<file path="config.mk">
export PLATFORM = sky130hd
export DESIGN_NAME = bew_back_flat
export DESIGN_NICKNAME = d
export VERILOG_FILES = /design/src/hdl/bew_pkg.sv /design/src/hdl/bew_if.sv /design/src/hdl/bew_back.sv /design/src/flat_wrapper.sv
export VERILOG_INCLUDE_DIRS = /design/src /design/src/hdl
export SDC_FILE = /design/constraint.sdc
export NUM_CORES = 1
export LEC_CHECK = 0
export BUFFER_PORTS_ARGS = -buffer_cell sky130_fd_sc_hd__buf_4
export CORE_AREA = 2 2 206 208
export CTS_BUF_LIST = sky130_fd_sc_hd__clkbuf_2 sky130_fd_sc_hd__clkbuf_4 sky130_fd_sc_hd__clkbuf_8
export DETAILED_ROUTE_END_ITERATION = 8
export DIE_AREA = 0 0 208 210
export PLACE_DENSITY_LB_ADDON = 0.08
export SLEW_MARGIN = 20
export SYNTH_ARGS = -nofsm -noshare
export SYNTH_HDL_FRONTEND = slang
export SYNTH_SLANG_ARGS = --single-unit
</file>
<file path="constraint.sdc">
create_clock -name clk -period 2.9 [get_ports clk]
set_input_delay 0.29 -clock clk [delete_from_list [all_inputs] [get_ports clk]]
set_output_delay 0.29 -clock clk [all_outputs]
set_load 0.02 [all_outputs]
</file>
<file path="src/hdl/assert_macros.svh">
// ----------------------------------------------------------------------------
// Assertion macros
// Shared concurrent assertion forms, clocked on clk and held off in reset.
// ----------------------------------------------------------------------------
`ifndef ASSERT_MACROS_SVH
`define ASSERT_MACROS_SVH

// Property must hold at every clock edge outside reset.
`define BEW_ASSERT(label, prop, msg) \
	label: assert property (@(posedge clk) disable iff (!arst_n) (prop)) else $error(msg);

// Condition must never be seen at a clock edge outside reset.
`define BEW_ASSERT_NEVER(label, cond, msg) \
	`BEW_ASSERT(label, !(cond), msg)

`endif

</file>
<file path="src/hdl/bew_pkg.sv">
// ----------------------------------------------------------------------------
// bew_pkg
// Widths, constants, register codes and shared types of the erosion window.
// ----------------------------------------------------------------------------
`default_nettype none

package bew_pkg;

	localparam int PIX_W        = 8;
	localparam int COORD_W      = 10;
	localparam int CFG_IDX_W    = 3;
	localparam int CFG_DATA_W   = 25;
	localparam int CFG_DIM_RAW_W = 11;
	localparam int SIZE_W       = 3;
	localparam int MASK_BITS_W  = 25;
	// clamped frame dimensions, wide enough for the largest MAX_WIDTH / MAX_HEIGHT
	localparam int DIM_W        = 13;
	// widest structuring element any build may use
	localparam int MASK_LIM     = 7;
	localparam int QUEUE_DEPTH  = 4;

	localparam int DEF_MAX_WIDTH  = 1024;
	localparam int DEF_MAX_HEIGHT = 1024;
	localparam int DEF_MASK_MAX   = 5;

	localparam logic [PIX_W-1:0] LOW_LIMIT  = 8'd127;
	localparam logic [PIX_W-1:0] HIGH_VALUE = 8'd255;

	localparam logic [CFG_DIM_RAW_W-1:0] RST_IMAGE_WIDTH  = 11'd640;
	localparam logic [CFG_DIM_RAW_W-1:0] RST_IMAGE_HEIGHT = 11'd480;
	localparam logic [SIZE_W-1:0]        RST_MASK_ROWS    = 3'd5;
	localparam logic [SIZE_W-1:0]        RST_MASK_COLS    = 3'd5;
	localparam logic [SIZE_W-1:0]        RST_ANCHOR_ROW   = 3'd1;
	localparam logic [SIZE_W-1:0]        RST_ANCHOR_COL   = 3'd1;
	localparam logic [MASK_BITS_W-1:0]   RST_MASK_BITS    = 25'h1FF_FFFF;

	typedef enum logic [CFG_IDX_W-1:0] {
		REG_IMAGE_WIDTH  = 3'd0,
		REG_IMAGE_HEIGHT = 3'd1,
		REG_MASK_ROWS    = 3'd2,
		REG_MASK_COLS    = 3'd3,
		REG_ANCHOR_ROW   = 3'd4,
		REG_ANCHOR_COL   = 3'd5,
		REG_MASK_BITS    = 3'd6
	} cfg_reg_t;

	// Clamped geometry as seen by the datapath
	typedef struct packed {
		logic [DIM_W-1:0]       width;
		logic [DIM_W-1:0]       height;
		logic [SIZE_W-1:0]      mrows;
		logic [SIZE_W-1:0]      mcols;
		logic [SIZE_W-1:0]      arow;
		logic [SIZE_W-1:0]      acol;
		logic [MASK_BITS_W-1:0] mask;
	} cfg_t;

	// Classified item handed from the front to the back
	typedef struct packed {
		logic [PIX_W-1:0]    pixel;
		logic [COORD_W-1:0]  row;
		logic [COORD_W-1:0]  col;
		logic [COORD_W-1:0]  arow;
		logic [COORD_W-1:0]  acol;
		logic                border;
		logic                complete;
		logic [MASK_LIM-1:0] newcol;
	} item_t;

	typedef struct packed {
		logic [COORD_W-1:0] row;
		logic [COORD_W-1:0] col;
		logic [PIX_W-1:0]   value;
		logic               last;
	} res_t;

endpackage

`default_nettype wire

</file>
<file path="src/hdl/bew_if.sv">
// ----------------------------------------------------------------------------
// bew_if
// Valid/ready channels of the erosion window: pixels, results, config writes.
// ----------------------------------------------------------------------------
`default_nettype none


interface bew_res_if import bew_pkg::*; ();
	logic               valid;
	logic               ready;
	logic [COORD_W-1:0] out_row;
	logic [COORD_W-1:0] out_col;
	logic [PIX_W-1:0]   out_value;
	logic               last;

	modport source (output valid, out_row, out_col, out_value, last, input ready);
	modport sink (input valid, out_row, out_col, out_value, last, output ready);
endinterface


`default_nettype wire

</file>
<file path="src/hdl/bew_back.sv">
// ----------------------------------------------------------------------------
// bew_back
// Shifts the low-flag window, evaluates the structuring element and issues
// the border copy and/or anchored result of each item through an output register.
// ----------------------------------------------------------------------------
`default_nettype none
`include "assert_macros.svh"

module bew_back import bew_pkg::*; #(
	parameter int MASK_MAX = DEF_MASK_MAX
) (
	input  wire logic  clk,
	input  wire logic  arst_n,
	input  wire cfg_t  cfg,
	input  wire logic  pop_valid,
	output      logic  pop_ready,
	input  wire item_t pop_item,
	bew_res_if.source  results
);

	localparam int WB  = MASK_MAX * MASK_MAX;
	localparam int MIW = $clog2(WB);

	logic [WB-1:0] window_q;
	logic          out_valid_q;
	res_t          out_q;
	logic          pend_valid_q;
	res_t          pend_q;

	logic [WB-1:0] mask_ext;
	logic [WB-1:0] eff_mask;
	logic [WB-1:0] window_next;
	logic          hit;
	logic          out_free;
	logic          pop;
	res_t          copy_res;
	res_t          anc_res;

	assign mask_ext = WB'(cfg.mask);

	// Map element entry (a,b) onto its window bit: column mc-1-b, row mr-1-a
	always_comb begin : mask_map
		logic [SIZE_W-1:0] ri;
		logic [SIZE_W-1:0] ci;
		eff_mask = '0;
		ri       = '0;
		ci       = '0;
		for (int p = 0; p < MASK_MAX; p++) begin
			for (int q = 0; q < MASK_MAX; q++) begin
				if ((SIZE_W'(p) < cfg.mcols) && (SIZE_W'(q) < cfg.mrows)) begin
					ri = cfg.mrows - 3'd1 - SIZE_W'(q);
					ci = cfg.mcols - 3'd1 - SIZE_W'(p);
					eff_mask[p*MASK_MAX+q] =
						mask_ext[MIW'(ri) * MIW'(MASK_MAX) + MIW'(ci)];
				end
			end
		end
	end

	assign window_next = {window_q[WB-MASK_MAX-1:0], pop_item.newcol[MASK_MAX-1:0]};
	assign hit         = |(eff_mask & window_next);

	assign copy_res = '{row: pop_item.row, col: pop_item.col,
	                    value: pop_item.pixel, last: !pop_item.complete};
	assign anc_res  = '{row: pop_item.arow, col: pop_item.acol,
	                    value: (hit ? '0 : HIGH_VALUE), last: 1'b1};

	assign out_free  = !out_valid_q || results.ready;
	// a second result must drain before the next item enters
	assign pop_ready = !pend_valid_q && out_free;
	assign pop       = pop_valid && pop_ready;

	always_ff @(posedge clk or negedge arst_n) begin
		if (!arst_n) begin
			window_q     <= '0;
			out_valid_q  <= 1'b0;
			pend_valid_q <= 1'b0;
		end else begin
			if (pop) begin
				window_q <= window_next;
			end
			if (out_free) begin
				if (pend_valid_q) begin
					out_valid_q  <= 1'b1;
					pend_valid_q <= 1'b0;
				end else if (pop) begin
					out_valid_q  <= pop_item.border || pop_item.complete;
					pend_valid_q <= pop_item.border && pop_item.complete;
				end else begin
					out_valid_q <= 1'b0;
				end
			end
		end
	end

	always_ff @(posedge clk) begin
		if (out_free) begin
			if (pend_valid_q) begin
				out_q <= pend_q;
			end else if (pop) begin
				out_q  <= pop_item.border ? copy_res : anc_res;
				pend_q <= anc_res;
			end
		end
	end

	assign results.valid     = out_valid_q;
	assign results.out_row   = out_q.row;
	assign results.out_col   = out_q.col;
	assign results.out_value = out_q.value;
	assign results.last      = out_q.last;

	`BEW_ASSERT(a_pend_needs_out, pend_valid_q |-> out_valid_q, "second result held without a first")
	`BEW_ASSERT(a_first_not_last, out_valid_q && pend_valid_q |-> !out_q.last, "first of two results marked last")

endmodule

`default_nettype wire

</file>
<file path="src/flat_wrapper.sv">
// flat-port wrapper written by rule: the top's interface ports become plain ports
module bew_back_flat import bew_pkg::*;
#(
	parameter int MASK_MAX = DEF_MASK_MAX
)
  (clk, arst_n, cfg, pop_valid, pop_ready, pop_item, results_valid, results_out_row, results_out_col, results_out_value, results_last, results_ready);
  bew_res_if results_i ();
  input  wire logic clk;
  input  wire logic arst_n;
  input  wire cfg_t cfg;
  input  wire logic pop_valid;
  output      logic pop_ready;
  input  wire item_t pop_item;
  output wire logic [$bits(results_i.valid)-1:0] results_valid;
  output wire logic [$bits(results_i.out_row)-1:0] results_out_row;
  output wire logic [$bits(results_i.out_col)-1:0] results_out_col;
  output wire logic [$bits(results_i.out_value)-1:0] results_out_value;
  output wire logic [$bits(results_i.last)-1:0] results_last;
  input wire logic [$bits(results_i.ready)-1:0] results_ready;
  assign results_valid = results_i.valid;
  assign results_out_row = results_i.out_row;
  assign results_out_col = results_i.out_col;
  assign results_out_value = results_i.out_value;
  assign results_last = results_i.last;
  assign results_i.ready = results_ready;
  bew_back #(.MASK_MAX(MASK_MAX)) u_core (.clk(clk), .arst_n(arst_n), .cfg(cfg), .pop_valid(pop_valid), .pop_ready(pop_ready), .pop_item(pop_item), .results(results_i));
endmodule
</file>
== Yosys cells after proc, flatten, opt, wreduce, memory -nomap -nowiden ==
Index checks and enable logic that the tools add are counted.
Word-level totals
  output and inout bits: 31
  input port bits: 124
  bits in registers: 79
Operators by class
  add/subtract/negate cells: 35
  magnitude comparators: 35
  $mul: 5
  muxes and demuxes: 83
  reduce and logical (&&, ||, !) cells: 37
  bitwise operators: 2
Operators by type and width (number)
  $lt 5x6->1 const B: 25
  $add 5x3->5: 25
  $bmux 1 s5: 25
  $mux 29: 3
  $mux 1: 54
  $logic_and 1x1->1: 28
  $and 25x25->25: 1
  $mul 3x3->5 const B: 5
  $reduce_or 25->1: 1
  $lt 1x3->1 const A: 4
  $lt 2x3->1 const A: 4
  $sub 3x1->3 const B: 4
  $sub 3x2->3 const B: 4
  $mux 8: 1
  $lt 3x3->1 const A: 2
  $sub 3x3->3 const B: 2
  $logic_not 1->1: 3
  $reduce_and 3->1: 1
  $logic_or 1x1->1: 2
  $reduce_and 2->1: 1
  $reduce_bool 2->1: 1
  $not 1->1: 1

== Depth between registers and ports, before layout ==
  word-level depth: 13
  depth in mapped cells: 16

== Least setup slack after synthesis ==
No wires, ideal clock.
  path type: input port to flip-flop
  from: input cfg[34] in the netlist's numbering
  to: register u_core.pend_q[7] in the netlist's numbering, data pin
  arrival: 4657 ps
  path slack: -1926 ps
  setup time: 170 ps
  required time: 2730 ps
  buffers on the path: 1
  stages: 14
  cells stage by stage: inv_1 -> ha_1 -> clkbuf_1 -> xnor2_1 -> inv_1 -> fa_1 -> xor2_1 -> mux4_2 -> mux2i_1 -> a32o_1 -> or4_4 -> nor4b_4 -> nand4_4 -> nor4_2
Between the ends
  longest elaborated chain between the ends: 10
  elaborated cells on any way between the ends: 143
  classes of those cells: add/sub (30); mul (5); order compare (5); mux (76); bitwise (1); reduce/logical (26)
Ends and longest elaborated chain
  start, declared: line flat_wrapper.sv:10  | input wire cfg_t cfg;
  $sub 3x1->3: line bew_back.sv:51  | ri = cfg.mrows - 3'd1 - SIZE_W'(q);
  $sub 3x1->3 (tied with other cells): line bew_back.sv:51
  $mul 3x3->5: line bew_back.sv:54  | mask_ext[MIW'(ri) * MIW'(MASK_MAX) + MIW'(ci)];
  $add 5x3->5: line bew_back.sv:54
  $bmux 1 s5: line bew_back.sv:54
  $mux 1 (not written as such): line bew_back.sv:54
  $mux 1: line bew_back.sv:50  | if ((SIZE_W'(p) < cfg.mcols) && (SIZE_W'(q) < cfg.mrows)) begin
  $and 25x25->25 (*): line bew_back.sv:61  | assign hit = |(eff_mask & window_next);
  $reduce_or 25->1 (*): line bew_back.sv:61
  $mux 8 (*): line bew_back.sv:66  | value: (hit ? '0 : HIGH_VALUE), last: 1'b1};
  end signal, assigned: line bew_back.sv:102  | pend_q <= anc_res;
  end, declared: line bew_back.sv:28  | res_t pend_q;
Every way passes the cells marked *; elsewhere a longest branch is shown, timed or not. The select of a mux whose other input is x is not followed.
A chain may end at the register's enable or synchronous reset.

== Worst setup path in the final report ==
Ends and elaborated chain as after synthesis.

==> results.md <==
- M1 GR Usage: ~28%
- RSZ-0062 raised after global routing: true
- Routed vias: approximately 9400
- Max cap viols: 0
- FP Rows: between 70 and 80
- Area leader, netlist: mux4_2
- Failing checks: negative setup slack
- Worst Path Max Fanout: 7
- Final Worst Setup Slack: -962 ps
- Rel. slew slack: 57.5%
- CTS tree: done
- Avg WL per Cell: 22.9 um
- Cts bufs inserted: 9
- Tot GR Track Use: 20.0%
- Initial drt markers: between 600 and 700
- Synth cell types: 76
- Setup WS pre-CTS: -1400 ps
- Post-route DRC: 0
- Net count, final: 1579
- TritonRoute pass-1 iters: 5
- LEAKAGE: between 0.006 and 0.007 uW
- Final min period: 3860 ps
- Register area share after synthesis: about a fifth
- GR peak layer: met2
- Fill cell count: 4288
- Starting density of the core: 23.8%
- Final Power: between 9000 and 10000 uW
- WP data required: 3080 ps
- First-pass GRT wire length: 64.9 mm
- Ys async rst share: 30.6%
- DRT Wirelength: ~44 mm
- Total grt overflow: 0
- DIE HEIGHT: 210 um
- Die W: about 210 um
- Number of setup violations in the final report: 9
- Vias per cell: 4.88
- Seq cells post-synth: 72
- Synth Cell Area: 9850 um^2
- Die area: 43700 um^2
- Top cells by count, synth: mux2i_1 (91), mux4_2 (75), nand2_1 (72)
- Post-DRT Antenna Nets: 0
- WP data arrival: approximately 4000 ps
- Io pins: 155
- P per Cell Area: approximately 620 nW/um^2
- Status: complete, but fails checks
- FMAX: 259 MHz
- H-tree lvl count: 3
- Share of cells above drive strength 1: 49.3%
- Final Hold Viols: 0
- Area fraction of the dominant cell type after synthesis: between 15 and 20%
- Largest net degree at the start of global routing: 46
- Cell count after synthesis: 956
- Synth Warn #: 0
- Period utilization: 133%
- Clock slew at reported path FFs: 90 ps
- Syn_nets: 1149
- Worst Tran Pin Value: 633 ps
- Worst Setup Path Type: primary input to flop
- Fin. max-slew vios: 0
- CTS sink count: 72
- Layout area overhead: 49.2%
- Hold/Removal Path Class: primary input to flop
- Clock buffer depth: 2
- Gpl congestion: 0.980
- Worst Reg-to-Reg Cells: 7
- Avg Cell Area, Syn: 10.3 um^2
- Grt met2 use: 33.4%
- Startpoint Class: primary input
- Vias in the first global route: about 9500
- Root buffer cell: clkbuf_8
- Initial antenna violation count: 0
- Hold path depth: 1
- GR Util met3: 2.12%
- CP Capture Type: flop
- Ant diodes: 0
- Core area: 41500 um^2
- IO Port Bufs: 120
- Ys flop type: edfxtp_1
- EDFF count, synth: 50
- Post-DP HPWL: around 38 mm
- Clk_lat worst skew: 350 ps
- Top post-synthesis cells by area: mux4_2 (17%), edfxtp_1 (15%), mux2i_1 (9.2%)
- Worst IR Drop VDD: 0.272 mV
- Top-count cell post-synth: mux2i_1
- Setup Skew: 10.1 ps
-- final timing paths --
kind | startpoint | slack (ps) | to
max | cfg[34] | -960 | u_core.pend_q[7]$_DFFE_PP_
min | pop_item[23] | 120 | u_core.pend_q[23]$_DFFE_PP_
max reg2reg | u_core.window_q[13]$_DFFE_PN0P_ | 470 | u_core.pend_q[7]$_DFFE_PP_
min reg2reg | u_core.pend_q[10]$_DFFE_PP_ | 520 | u_core.results.out_col[1]$_DFFE_PP_
max in group asynchronous | arst_n | 2280 | u_core.window_q[13]$_DFFE_PN0P_
min in group asynchronous | arst_n | 390 | u_core.window_q[19]$_DFFE_PN0P_
-- sequential cells by signal (all words and copies together), names as in the netlist --
signal and flops:
u_core.pend_q 21, u_core.pend_valid_q 1, u_core.results.last 1, u_core.results.out_col 10, u_core.results.out_row 10, u_core.results.out_value 8
u_core.results.valid 1, u_core.window_q 20
-- kinds of logic (layout without fill, tap and decap cells) --
kind of cell / after synthesis / count (layout) / synth area share, %
AO/OA/AOI/OAI: 167 / 167 / 10.3
buffers and inverters: 92 / 526 / 3.96
AND/OR/NAND/NOR: 240 / 241 / 12.8
multiplexers: 212 / 212 / 31.6
adder cells (fa/ha/maj): 75 / 75 / 10.6
XOR/XNOR: 98 / 98 / 9.79
flip-flops: 72 / 72 / 20.8
-- layout by cell type, fill, tap and decap left out, types with 22 or more instances in the layout --
| cell | count |
|---|---|
| a21oi_1 | 37 |
| buf_4 | 457 |
| dfrtp_1 | 22 |
| edfxtp_1 | 50 |
| ha_1 | 42 |
| inv_1 | 24 |
| mux2_2 | 39 |
| mux2i_1 | 87 |
| mux4_2 | 75 |
| nand2_1 | 70 |
| nand3_1 | 29 |
| nor2_1 | 37 |
| o21ai_0 | 46 |
| xnor2_1 | 44 |
| xor2_1 | 35 |
-- power breakdown --
group | switching [uW] | internal (uW)
clock network | 395 | 486
logic | 3330 | 3500
registers | 112 | 1320
-- layout make-up --
class / instances / area, um^2 / area share [%]
clock inverter: 7 / 93.8 / 0.639
timing repair buffer: 474 / 3720 / 25.3
clock buffer: 9 / 124 / 0.843
sequential: 72 / 2050 / 14.0
tap: 539 / 674 / 4.59
inverter: 36 / 154 / 1.05
multi-input combinational: 793 / 7880 / 53.6
-- through the flow --
stage                     instance area [um^2]  hold slack (ps)  instances  TNS [ps]  utilization, %
after floorplan                          10000            -5.59        956     -9620               -
after global placement                   13900              205       1891    -12250            33.4
after detailed placement                 13900              204       1891    -12490            33.4
after CTS                                14500              100       1926     -7880            35.0
after global routing                     14700             95.4       1930     -8910            35.4
final                                    14700              121       1930     -8230            35.4
-- timing repair --
action | CTS | global route
setup endpoints to repair | 9 | 9
buffers inserted | 16 | 5
hold endpoints to repair | 22 | 0
gates cloned | 2 | 0
hold buffers | 1 | 0
pin swaps | 21 | 13
resized for setup | 55 | 33
-- critical path, stage by stage --
cell and delay, ps:
buf_8 80, clkinvlp_4 90, ha_4 270, buf_12 140, fa_2 680, buf_12 170
mux4_2 370, mux2i_1 210, mux2i_2 130, a32o_1 210, or4_4 540, nor4b_4 310
buf_4 170, nand4_4 180, nor4_2 190
-- routing by layer --
metal  vias up  part of all wire (%)
met5         -                     0
met4         0                   2.7
met3        43                   4.4
met2       272                    47
met1      4619                    46
li1       4490                     -
No activity file was read; power rests on OpenSTA's default activity.
