===== src/hdl/assert_macros.svh =====
// ----------------------------------------------------------------------------
// Assertion macros
// Shared concurrent assertion forms, clocked on clk and held off in reset.
// ----------------------------------------------------------------------------
`ifndef ASSERT_MACROS_SVH
`define ASSERT_MACROS_SVH

// Property must hold at every clock edge outside reset.
`define BEW_ASSERT(label, prop, msg) \
	label: assert property (@(posedge clk) disable iff (!arst_n) (prop)) else $error(msg);

// Condition must never be seen at a clock edge outside reset.
`define BEW_ASSERT_NEVER(label, cond, msg) \
	`BEW_ASSERT(label, !(cond), msg)

`endif


===== src/hdl/bew_queue.sv =====
// ----------------------------------------------------------------------------
// bew_queue
// Short register FIFO decoupling the classifying front from the result back.
// ----------------------------------------------------------------------------
`default_nettype none
`include "assert_macros.svh"

module bew_queue #(
	parameter int WIDTH = 8,
	parameter int DEPTH = 4
) (
	input  wire logic             clk,
	input  wire logic             arst_n,
	input  wire logic             push_valid,
	output      logic             push_ready,
	input  wire logic [WIDTH-1:0] push_data,
	output      logic             pop_valid,
	input  wire logic             pop_ready,
	output      logic [WIDTH-1:0] pop_data
);

	localparam int AW  = (DEPTH > 1) ? $clog2(DEPTH) : 1;
	localparam int CNW = $clog2(DEPTH + 1);

	logic [WIDTH-1:0] mem_q [DEPTH];
	logic [AW-1:0]    wr_ptr_q;
	logic [AW-1:0]    rd_ptr_q;
	logic [CNW-1:0]   count_q;
	logic             push;
	logic             pop;

	assign push_ready = (count_q != CNW'(DEPTH));
	assign pop_valid  = (count_q != '0);
	assign pop_data   = mem_q[rd_ptr_q];
	assign push       = push_valid && push_ready;
	assign pop        = pop_valid && pop_ready;

	always_ff @(posedge clk or negedge arst_n) begin
		if (!arst_n) begin
			wr_ptr_q <= '0;
			rd_ptr_q <= '0;
			count_q  <= '0;
		end else begin
			if (push) begin
				wr_ptr_q <= (wr_ptr_q == AW'(DEPTH - 1)) ? '0 : wr_ptr_q + 1'b1;
			end
			if (pop) begin
				rd_ptr_q <= (rd_ptr_q == AW'(DEPTH - 1)) ? '0 : rd_ptr_q + 1'b1;
			end
			if (push && !pop) begin
				count_q <= count_q + 1'b1;
			end else if (pop && !push) begin
				count_q <= count_q - 1'b1;
			end
		end
	end

	always_ff @(posedge clk) begin
		if (push) begin
			mem_q[wr_ptr_q] <= push_data;
		end
	end

	`BEW_ASSERT(a_count_bound, count_q <= CNW'(DEPTH), "queue fill count beyond depth")
	`BEW_ASSERT(a_count_step, push && !pop |=> count_q == $past(count_q) + 1'b1, "queue fill count missed a push")

endmodule

`default_nettype wire


===== config.mk =====
export PLATFORM = sky130hd
export DESIGN_NAME = bew_queue
export DESIGN_NICKNAME = d
export VERILOG_FILES = /design/src/hdl/bew_queue.sv
export VERILOG_INCLUDE_DIRS = /design/src /design/src/hdl
export SDC_FILE = /design/constraint.sdc
export NUM_CORES = 1
export LEC_CHECK = 0
export BUFFER_PORTS_ARGS = -buffer_cell sky130_fd_sc_hd__buf_4
export CELL_PAD_IN_SITES_DETAIL_PLACEMENT = 1
export CELL_PAD_IN_SITES_GLOBAL_PLACEMENT = 2
export CORE_MARGIN = 3
export CORE_UTILIZATION = 42
export DETAILED_ROUTE_END_ITERATION = 8
export PLACE_DENSITY = 0.78
export RECOVER_POWER = 100
export SETUP_SLACK_MARGIN = 0.2
export SYNTH_ARGS = -nofsm -noshare
export SYNTH_HDL_FRONTEND = slang
export SYNTH_SLANG_ARGS = --single-unit

===== constraint.sdc =====
create_clock -name clk -period 2.4 [get_ports clk]
set_input_delay 0.36 -clock clk [delete_from_list [all_inputs] [get_ports clk]]
set_output_delay 0.36 -clock clk [all_outputs]
set_load 0.01 [all_outputs]

# Word level (Yosys, flattened, before mapping)
# Memory sizes are Yosys's and may differ from the RTL's.
# Cells that the tools add are included.
# W data, S select, Z words.
[op_classes]
addsub = 4
eq_ne = 3
muxes = 6
n_reduce_logical = 8
[ops]
columns = ["cell", "count"]
rows = [
  ["$mux W3", 2],
  ["$add A2 B1 Y2 const B", 2],
  ["$eq A2 B2 Y1 const B", 2],
  ["$logic_and A1 B1 Y1", 4],
  ["$mux W2", 2],
  ["$add A3 B1 Y3 const B", 1],
  ["$ne A3 B3 Y1 const B", 1],
  ["$reduce_bool A3 Y1", 1],
  ["$sub A3 B1 Y3 const B", 1],
  ["$logic_not A1 Y1", 2],
  ["$mux W1", 2],
  ["$reduce_bool A2 Y1", 1],
]
[totals]
register_bits = 7
ramBits = 32
in_bits = 12
output_inout_bits = 10
word_cells = 25
memories = 1
[mem_list]
columns = ["name", "words", "width", "read_ports", "rd_clocked_by_memory_dff", "wr", "line_no", "text"]
rows = [
  ["mem_q", 4, 8, 1, 0, 1, "bew_queue.sv:25", "logic [WIDTH-1:0] mem_q [DEPTH];"],
]

# Depth between registers and ports, before layout
# Gate-level depths: netlist of run 1.
[depth]
ltp_word = 6
depth_mapped = 8
mapped_depth_nobuf = 8

# Least setup slack after synthesis of run 1
# OpenSTA, ideal clock, no wires.
[synth_timing]
path_type = "register to register"
from = "reg count_q[2]"
to = "reg count_q[2]"
setup_time_ps = 79
arrival_ps = 1885
t_required_ps = 2321
setup_slack_ps = 435
stages_incl_launch_ff = 9
path_buffers = 0
period_less_slack_ps = 1965
cell_sequence = "dfrtp_1 or3_4 nand2_4 ha_1 inv_1 fa_1 xor2_1 nor2_1 xor2_1"
[synth_between]
elab_chain_cells = 5
word_cells_on_any_way = 13
cone_classes = "add/sub (2); eq/ne (1); mux (2); reduce/logical (8)"
[synth_lines]
columns = ["item", "line_no", "text"]
rows = [
  ["start: declaration", "bew_queue.sv:28", "logic [CNW-1:0] count_q;"],
  ["start signal: assignment", "bew_queue.sv:51", "count_q <= count_q + 1'b1;"],
  ["start signal: assignment", "bew_queue.sv:53", "count_q <= count_q - 1'b1;"],
  ["$reduce_bool A3 Y1 (*)", "bew_queue.sv:33", "assign pop_valid = (count_q != '0);"],
  ["via pop_valid", "bew_queue.sv:17", "output logic pop_valid,"],
  ["$logic_and A1 B1 Y1 (*)", "bew_queue.sv:36", "assign pop = pop_valid && pop_ready;"],
  ["$logic_not A1 Y1", "bew_queue.sv:50", "if (push && !pop) begin"],
  ["$logic_and A1 B1 Y1", "bew_queue.sv:50", ""],
  ["$mux W3 / $reduce_bool A2 Y1 (equally long branches)", "-", ""],
]
# Mark *: on every way through the listed nets, which the timed path passes. The rest lies on a longest branch. The select of a mux whose other input is x is not followed.
# A chain may end at the register's enable or synchronous reset.

# Final worst setup path of run 1
[layout_timing]
from = "reg count_q[0]"
to = "reg count_q[2]"
[layout_between]
elab_chain_cells = 5
word_cells_on_any_way = 13
cone_classes = "add/sub (2); eq/ne (1); mux (2); reduce/logical (8)"
[layout_lines]
columns = ["item"]
rows = [
  ["parallel branches: the longest is 5 deep, another holds $sub A3 B1 Y3"],
]
# Several ways; the timed one is not identified. The select of a mux whose other input is x is not followed.

==> flow_summary.ini, run 1 <==
[drt]
wire_per_inst_um = 16.65
route.detailed.drc = 0
met3_wirelength_um = 91
detail-route-antenna-nets = 0
wl_met2_um = 1373
totalWireLength_um = 2564
drtIter0Drc = 37
drt_pass1_iterations = 3
wl_met1_um = 1046
top_layer = met4
dr_total_vias = 763
vias_per_cell = 4.955

[place]
gp_congestion = 0.7924
place_inst = 144
port_buffers = 21
place_hpwl_um = 1860

[floorplanning]
die_area_um2 = 4583
core_um2 = 3495
start_util_pct = 45.76
num_rows = 21
chipWidth_um = 67.70
ioPinCount = 22
die_y_um = 67.70

[logic_synthesis]
synth_top_area_share_pct = 60.09
synth_edf_count = 32
yosys-top-cells-area = edfxtp_1 (60%), mux4_2 (11%), dfrtp_1 (11%), ha_1 (4.7%), mux2_2 (2.1%)
syn_area_um2 = 1599
avgSynthCellArea_um2 = 20.24
ys_types = 18
yosys_register_bits = 39
synth_top_area_cell = edfxtp_1
ys_seq_area_share_pct = 71.05
synthesis.nets = 98
synth_warnings = 0
async_flop_share_pct = 17.95
syn_inst = 79
synthFlopType = edfxtp_1

[clock_tree]
cts_buffers = 5
clock_path_buffers = 2
root_buffer = clkbuf_8
cts_tree = done
cts_sinks = 39
cts_htree_levels = 2
clkLatencyLatePin_ps = 280
clk_pin_slew_ps = 70

[setup_path]
slowest_stage = dfrtp_1
startpoint_type = register
arrival_ps = 2320
cp_max_fo = 4
path_class = register to register
crit_top_cell = xor2_1
path_buf_inv = 1
worstPathCellList = or3_1 -> nand2_4 -> ha_1 -> inv_1 -> fa_1 -> xor2_1 -> nor2_1 -> xor2_1
critPathMaxStageDelay_ps = 430
cp_top_family = simple AND/OR/NAND/NOR gates
critPathCaptureType = register
critical_path_required_ps = 2610

[timing]
worstMarginPinSlew_ps = 639.4
period_share_pct = 88.08
hold_slack_ps = 342.8
fin_tns_setup_ps = 0
rsz0062_at_grt = yes
clock-skew-final_ps = 5.508
drv_slew = 0
fmax_mhz = 473.1
relSlewSlack_pct = 57.35
period_needed_ps = 2114
hold_violations = 0
setup_viol = 0

[run]
cap_violations = 0

[final_layout]
layout_common_cells = edfxtp_1 (32), clkbuf_1 (21), mux4_2 (8), dfrtp_1 (7), ha_1 (6)
area_growth_pct = 14.08
antennaDiodeCount = 0
drive_gt1_share_pct = 21.30
layout.nets = 126
stdcell_count = 154
final_common_cell = edfxtp_1

[power_and_ir_drop]
p_per_area_nw_per_um2 = 1181
leakage_nw = 0.6421
power_mw = 2.154
ir_worst_vdd_v = 0.0005095

[global_routing]
grt_usage_pct = 12.62
overflow = 0
grt_start_max_net_pins = 12
grt_pass1_wl_um = 3995
grt_pass1_vias = 822
antenna_found_initial = 0

[status]
run_status = completed

[hold_path]
hold_path.class = input port to register
-- Yosys cell counts, drive strengths merged (2+ instances only) --
| library cell | instances |
|---|---|
| and2 | 4 |
| dfrtp | 7 |
| edfxtp | 32 |
| ha | 6 |
| inv | 3 |
| mux2 | 5 |
| mux4 | 8 |
| nand2 | 2 |
| nor2 | 4 |
| xor2 | 2 |
-- cell families after synthesis --
group / Yosys count / synth area share [%]
mux: 13 / 15.26
xor+xnor: 3 / 1.643
flops: 39 / 71.05
buf+inv: 5 / 1.251
compound gates: 1 / 0.7042
fa+ha+maj: 7 / 5.947
simple gates: 11 / 4.146
-- per-stage QoR --
stage	util (%)	setup WS, ps	area (um^2)
after CTS	54.28	237.7	1897
after detailed placement	51.66	302.0	1805
after global placement	51.66	408.1	1805
final	52.20	286.2	1824
after global routing	52.20	134.2	1824
after floorplan	-	435.4	1599
-- per-layer routing --
layer,vias up,GRT usage (%)
met2,15,21.26
met3,8,3.161
met5,-,0
li1,358,-
met1,382,15.67
met4,0,4.557
-- what timing repair did --
| item | 4_1_cts | 5_1_grt |
|---|---|---|
| endpoints found under the setup margin | 0 | 9 |
| hold buffers | 1 | 0 |
| resized for setup | 0 | 1 |
| hold endpoints to repair | 7 | 0 |
| setup buffers | 0 | 1 |
-- sequential cells by signal, indices dropped and copies added (netlist names) --
register	cells
count_q	3
mem_q	32
rd_ptr_q	2
wr_ptr_q	2
-- final cells by class --
class                      instances  area (um^2)
clock buffer                       7        76.32
tap                               46        57.56
clock inverter                     1        5.005
fill                             343         1670
multi-input combinational         35        434.2
timing repair buffer              23        103.9
inverter                           3        11.26
sequential                        39         1136
-- power by group --
group	switching, mW	internal, mW
clock network	0.201	0.204
logic	0.320	0.360
registers	0.152	0.918
-- path summary, 6_finish.rpt --
check / start / to / slack (ps) / cells after the start
min in group asynchronous: arst_n / rd_ptr_q[0] / 540 / 2
max in group asynchronous: arst_n / count_q[1] / 1550 / 2
setup / recovery: count_q[0] / count_q[2] / 290 / 8
hold reg to reg: count_q[2] / count_q[2] / 510 / 1
setup reg to reg: count_q[0] / count_q[2] / 290 / 8
hold / removal: push_data[4] / mem_q[1][4] / 340 / 1
Power figures use the tool's default switching activity.
==> run 2: changes to the inputs <==
--- a/config.mk
+++ b/config.mk
@@ -9,6 +9,7 @@
 export BUFFER_PORTS_ARGS = -buffer_cell sky130_fd_sc_hd__buf_4
 export CELL_PAD_IN_SITES_DETAIL_PLACEMENT = 1
 export CELL_PAD_IN_SITES_GLOBAL_PLACEMENT = 2
+export CORE_ASPECT_RATIO = 0.9
 export CORE_MARGIN = 3
 export CORE_UTILIZATION = 42
 export DETAILED_ROUTE_END_ITERATION = 8
==> run 2 against run 1 <==
Compared with the run above:
- largest cell class unchanged
- sequential share of layout area shrank 0.55 points
- total power grew 4.2%
- combinational power shrank 3.1%
- worst hold slack lost 7.7 ps
==> flow_summary.ini, run 2 (synthesis gave the netlist of run 1 again) <==
[status]
run_status = completed

[clock_tree]
cts_tree = done
cts_sinks = 39
cts_buffers = 5
cts_htree_levels = 2
clock_path_buffers = 2
clk_pin_slew_ps = 70
clkLatencyLatePin_ps = 280
root_buffer = clkbuf_8

[global_routing]
grt_pass1_vias = 862
grt_start_max_net_pins = 13
overflow = 0
grt_pass1_wl_um = 4229
grt_usage_pct = 12.69
antenna_found_initial = 0

[timing]
period_needed_ps = 2129
setup_viol = 0
fin_tns_setup_ps = 0
hold_slack_ps = 335.1
rsz0062_at_grt = no
period_share_pct = 88.72
fmax_mhz = 469.6
relSlewSlack_pct = 56.58
drv_slew = 0
worstMarginPinSlew_ps = 650.9
clock-skew-final_ps = 4.562
setup_ws_ps = 270.7
hold_violations = 0

[setup_path]
critical_path_required_ps = 2600
cp_max_fo = 4
startpoint_type = register
path_class = register to register
critPathCaptureType = register
arrival_ps = 2330

[power_and_ir_drop]
clkPwrFrac_pct = 22.8
p_seq_share_pct = 47.9
leakage_nw = 0.6533
cell_internal_pwr_mw = 1.576
ir_worst_vdd_v = 0.0004790
power_switching_mw = 0.6701
p_per_area_nw_per_um2 = 1220
sw_frac_of_total_pct = 29.84
pwr-share-comb_pct = 29.3

[drt]
dr_total_vias = 769
vias_per_cell = 5.093
drtIter0Drc = 53
route.detailed.drc = 0
drt_pass1_iterations = 2
totalWireLength_um = 2491
detail-route-antenna-nets = 0
wire_per_inst_um = 16.50

[floorplanning]
ioPinCount = 22
die_area_um2 = 4585
die_y_um = 64.54
start_util_pct = 45.64
core_um2 = 3503
chipWidth_um = 71.04
num_rows = 20

[place]
gp_congestion = 0.7767
dp_worst_setup_slack_ps = 358.3
place_inst = 142
port_buffers = 21
place_hpwl_um = 1743

[final_layout]
fillers = 353
antennaDiodeCount = 0
area_growth_pct = 15.10
stdcell_count = 151
top_register = mem_q
largest_reg_flops = 32
post-route-util_pct = 52.54
final_common_cell = edfxtp_1
layout.nets = 125
drive_gt1_share_pct = 22.43
layout_common_cells = edfxtp_1 (32), clkbuf_1 (18), mux4_2 (8), dfrtp_1 (7), ha_1 (6)
reg_top3 = mem_q (32), count_q (3)

[hold_path]
hold_path.class = input port to register

[run]
cap_violations = 0
run 2: critical path: stages, from the launching register on:
cell and delay (ps):
dfrtp_1 430, or3_1 410, nand2_1 160, ha_1 200
inv_1 60, fa_1 380, xor2_1 150, nor2_1 110
xor2_1 150
run 2: stage by stage:
step / total power, mW / area (um^2)
detailed placement: 1.863 / 1803
CTS: 2.380 / 1921
floorplan: 1.564 / 1599
finish: 2.246 / 1841
global placement: 1.842 / 1803
global route: 2.415 / 1841
run 2: path summary, 6_finish.rpt:
check	start	end	slack, ps	depth (start not counted)
min reg2reg	count_q[2]	count_q[2]	560	1
max in group asynchronous	arst_n	count_q[2]	1590	2
min in group asynchronous	arst_n	count_q[1]	530	2
max	count_q[2]	count_q[2]	270	8
max reg2reg	count_q[2]	count_q[2]	270	8
min	push_data[3]	mem_q[1][3]	340	1
run 2: repair_timing:
action / CTS / global route
endpoints found under the setup margin: 0 / 8
resized for setup: 0 / 1
hold buffers: 1 / 0
setup buffers: 0 / 0
hold endpoints to repair: 7 / 0
run 2: layout make-up:
class                           count  area [um^2]  share of cell area (%)
Multi-Input combinational cell     35        430.4                   23.39
Sequential cell                    39         1136                   61.73
Inverter                            3        11.26                  0.6118
Tap cell                           44        55.05                   2.991
Clock buffer                        5        68.82                   3.739
Clock inverter                      3        38.79                   2.107
Timing Repair Buffer               22        100.1                   5.438
run 2: power by group through the flow:
stage / Sequential [mW] / Clock (mW) / Combinational (mW)
2_1_floorplan: 0.995 / 0 / 0.569
3_3_place_gp: 1.09 / 0 / 0.753
3_5_place_dp: 1.10 / 0 / 0.763
4_1_cts: 1.09 / 0.524 / 0.770
5_1_grt: 1.11 / 0.561 / 0.743
6_report: 1.08 / 0.512 / 0.659
run 2: routing by layer:
layer  track usage [%]  vias up  wire length, um
li1                  -      358                -
met1             14.95      390             1045
met2             21.99       17             1314
met3             3.566        4              102
met4             4.930        0               29
met5                 0        -                0
==> run 3: changes to the inputs <==
--- a/config.mk
+++ b/config.mk
@@ -11,9 +11,9 @@
 export CELL_PAD_IN_SITES_GLOBAL_PLACEMENT = 2
 export CORE_ASPECT_RATIO = 0.9
 export CORE_MARGIN = 3
-export CORE_UTILIZATION = 42
+export CORE_UTILIZATION = 38
 export DETAILED_ROUTE_END_ITERATION = 8
-export PLACE_DENSITY = 0.78
+export PLACE_DENSITY = 0.75
 export RECOVER_POWER = 100
 export SETUP_SLACK_MARGIN = 0.2
 export SYNTH_ARGS = -nofsm -noshare
==> constraint.sdc (replaced) <==
create_clock -name clk -period 1.9 [get_ports clk]
set_input_delay 0.285 -clock clk [delete_from_list [all_inputs] [get_ports clk]]
set_output_delay 0.285 -clock clk [all_outputs]
set_load 0.01 [all_outputs]
==> run 3 against run 2 <==
Compared with the run above:
- first-iteration DRC count fell by 17%
- sequential cell count unchanged
- total power is 38% higher
- cell count grew 12%
- design area increased by 9.2%
- critical endpoint unchanged
- worst hold slack got worse by 79 ps
- critical path depth did not move
- clock-buffer cell count stayed put
- worst setup slack worse by 260 ps
==> flow_summary.ini, run 3 (synthesis gave the netlist of run 1 again) <==
[setup_path]
critical_path_required_ps = 2110
arrival_ps = 2100
critPathMaxStageDelay_ps = 410
critPathCaptureType = register
worstPathCellList = or3_4 -> nand2_4 -> ha_4 -> inv_2 -> fa_2 -> xor2_1 -> nor2_1 -> xor2_1
slowest_stage = dfrtp_1
crit_top_cell = xor2_1
path_buf_inv = 1
cp_top_family = simple AND/OR/NAND/NOR gates
path_class = register to register
cp_max_fo = 3
startpoint_type = register

[final_layout]
top_register = mem_q
largest_reg_flops = 32
layout.nets = 141
fillers = 377
multi_input_area_um2 = 464.2
reg_top3 = mem_q (32), count_q (3)
final_common_cell = edfxtp_1
layout_common_cells = edfxtp_1 (32), clkbuf_1 (13), buf_4 (13), mux4_2 (8), buf_6 (6)
antennaDiodeCount = 0
drive_gt1_share_pct = 43.90
seq_area_um2 = 1139
area_growth_pct = 25.67

[timing]
worstMarginPinSlew_ps = 412.7
relSlewSlack_pct = 72.49
fmax_mhz = 530.1
setup_viol = 0
period_share_pct = 99.28
clock-skew-final_ps = 10.82
hold_violations = 0
setup_ws_ps = 13.71
drv_slew = 0
rsz0062_at_grt = yes
period_needed_ps = 1886

[clock_tree]
clk_pin_slew_ps = 80
cts_buffers = 5
clkLatencyLatePin_ps = 290
cts_tree = done
cts_sinks = 39
clock_path_buffers = 2
cts_htree_levels = 2
root_buffer = clkbuf_8

[hold_path]
hold_path.class = input port to register

[power_and_ir_drop]
p_seq_share_pct = 41.8
cell_internal_pwr_mw = 2.143
power_switching_mw = 0.9537
pwr-share-comb_pct = 40.8
leakage_nw = 0.7450
power_mw = 3.097
ir_worst_vdd_v = 0.0005786
sw_frac_of_total_pct = 30.80
p_per_area_nw_per_um2 = 1541
clkPwrFrac_pct = 17.5

[global_routing]
grt_start_max_net_pins = 14
grt_pass1_vias = 885
antenna_found_initial = 0
grt_pass1_wl_um = 4347
grt_usage_pct = 12.52
overflow = 0

[drt]
drt_pass1_iterations = 4
vias_per_cell = 4.905
detail-route-antenna-nets = 0
drtIter0Drc = 44
dr_total_vias = 829
route.detailed.drc = 0
wire_per_inst_um = 16.60
totalWireLength_um = 2805

[place]
port_buffers = 21
dp_worst_setup_slack_ps = 17.65
gp_congestion = 0.7248

[floorplanning]
die_y_um = 67.54
ioPinCount = 22
core_um2 = 3889
num_rows = 21
start_util_pct = 41.12
chipWidth_um = 74.38
die_area_um2 = 5023

[run]
cap_violations = 0

[status]
run_status = completed
-- run 3: cell types whose count changed in the layout (fill, tap and decap cells not counted), sizes merged --
cell	previous run	this run
buf	3	20
bufinv	1	0
clkbuf	23	22
clkinv	2	1
clkinvlp	0	2
-- run 3: through the flow --
step | util (%) | cell area (um^2) | cells | hold slack [ps] | TNS, ps
6_report | 51.67 | 2009 | 169 | 256.5 | 0
5_1_grt | 51.67 | 2009 | 169 | 259.4 | -105.8
4_1_cts | 53.35 | 2074 | 168 | 185.6 | 0
3_5_place_dp | 48.65 | 1892 | 153 | 107.1 | 0
3_3_place_gp | 48.65 | 1892 | 153 | 106.8 | 0
2_1_floorplan | - | 1618 | 79 | -10.59 | 0
-- run 3: area by class of cell --
cell class / instances / share of cell area [%]
Tap cell: 46 / 2.864
Timing Repair Buffer: 38 / 12.39
Multi-Input combinational cell: 35 / 23.10
Clock buffer: 5 / 3.425
Clock inverter: 3 / 0.9963
Sequential cell: 39 / 56.66
Inverter: 3 / 0.5604
-- run 3: what timing repair did --
item                                    CTS  global route
hold buffers                              1             0
endpoints found under the setup margin   10            10
gates resized for setup                  13             2
pin swaps                                 4             5
buffers inserted                          6             1
endpoints found under the hold margin     7             0
-- run 3: power groups by stage --
stage               combinational (mW)  clock, mW  sequential [mW]
floorplan                        0.756          0             1.26
global placement                  1.12          0             1.34
detailed placement                1.15          0             1.36
CTS                               1.39      0.562             1.30
global route                      1.39      0.597             1.32
finish                            1.26      0.541             1.29
-- run 3: layer usage --
metal	up-vias	track usage, %	wire, um
met5	-	0	0
met4	0	6.000	49
met3	5	4.167	139
met2	15	21.05	1487
met1	421	14.37	1128
li1	388	-	-
-- run 3: worst paths after layout --
kind                              start     endpoint  slack, ps  cells past startpoint
min in group asynchronous        arst_n   count_q[0]        430                      2
min reg2reg                 wr_ptr_q[1]  wr_ptr_q[1]        570                      1
max reg2reg                  count_q[0]   count_q[2]         10                      8
min                        push_data[5]  mem_q[0][5]        260                      1
max                          count_q[0]   count_q[2]         10                      8
max in group asynchronous        arst_n  rd_ptr_q[1]       1160                      2
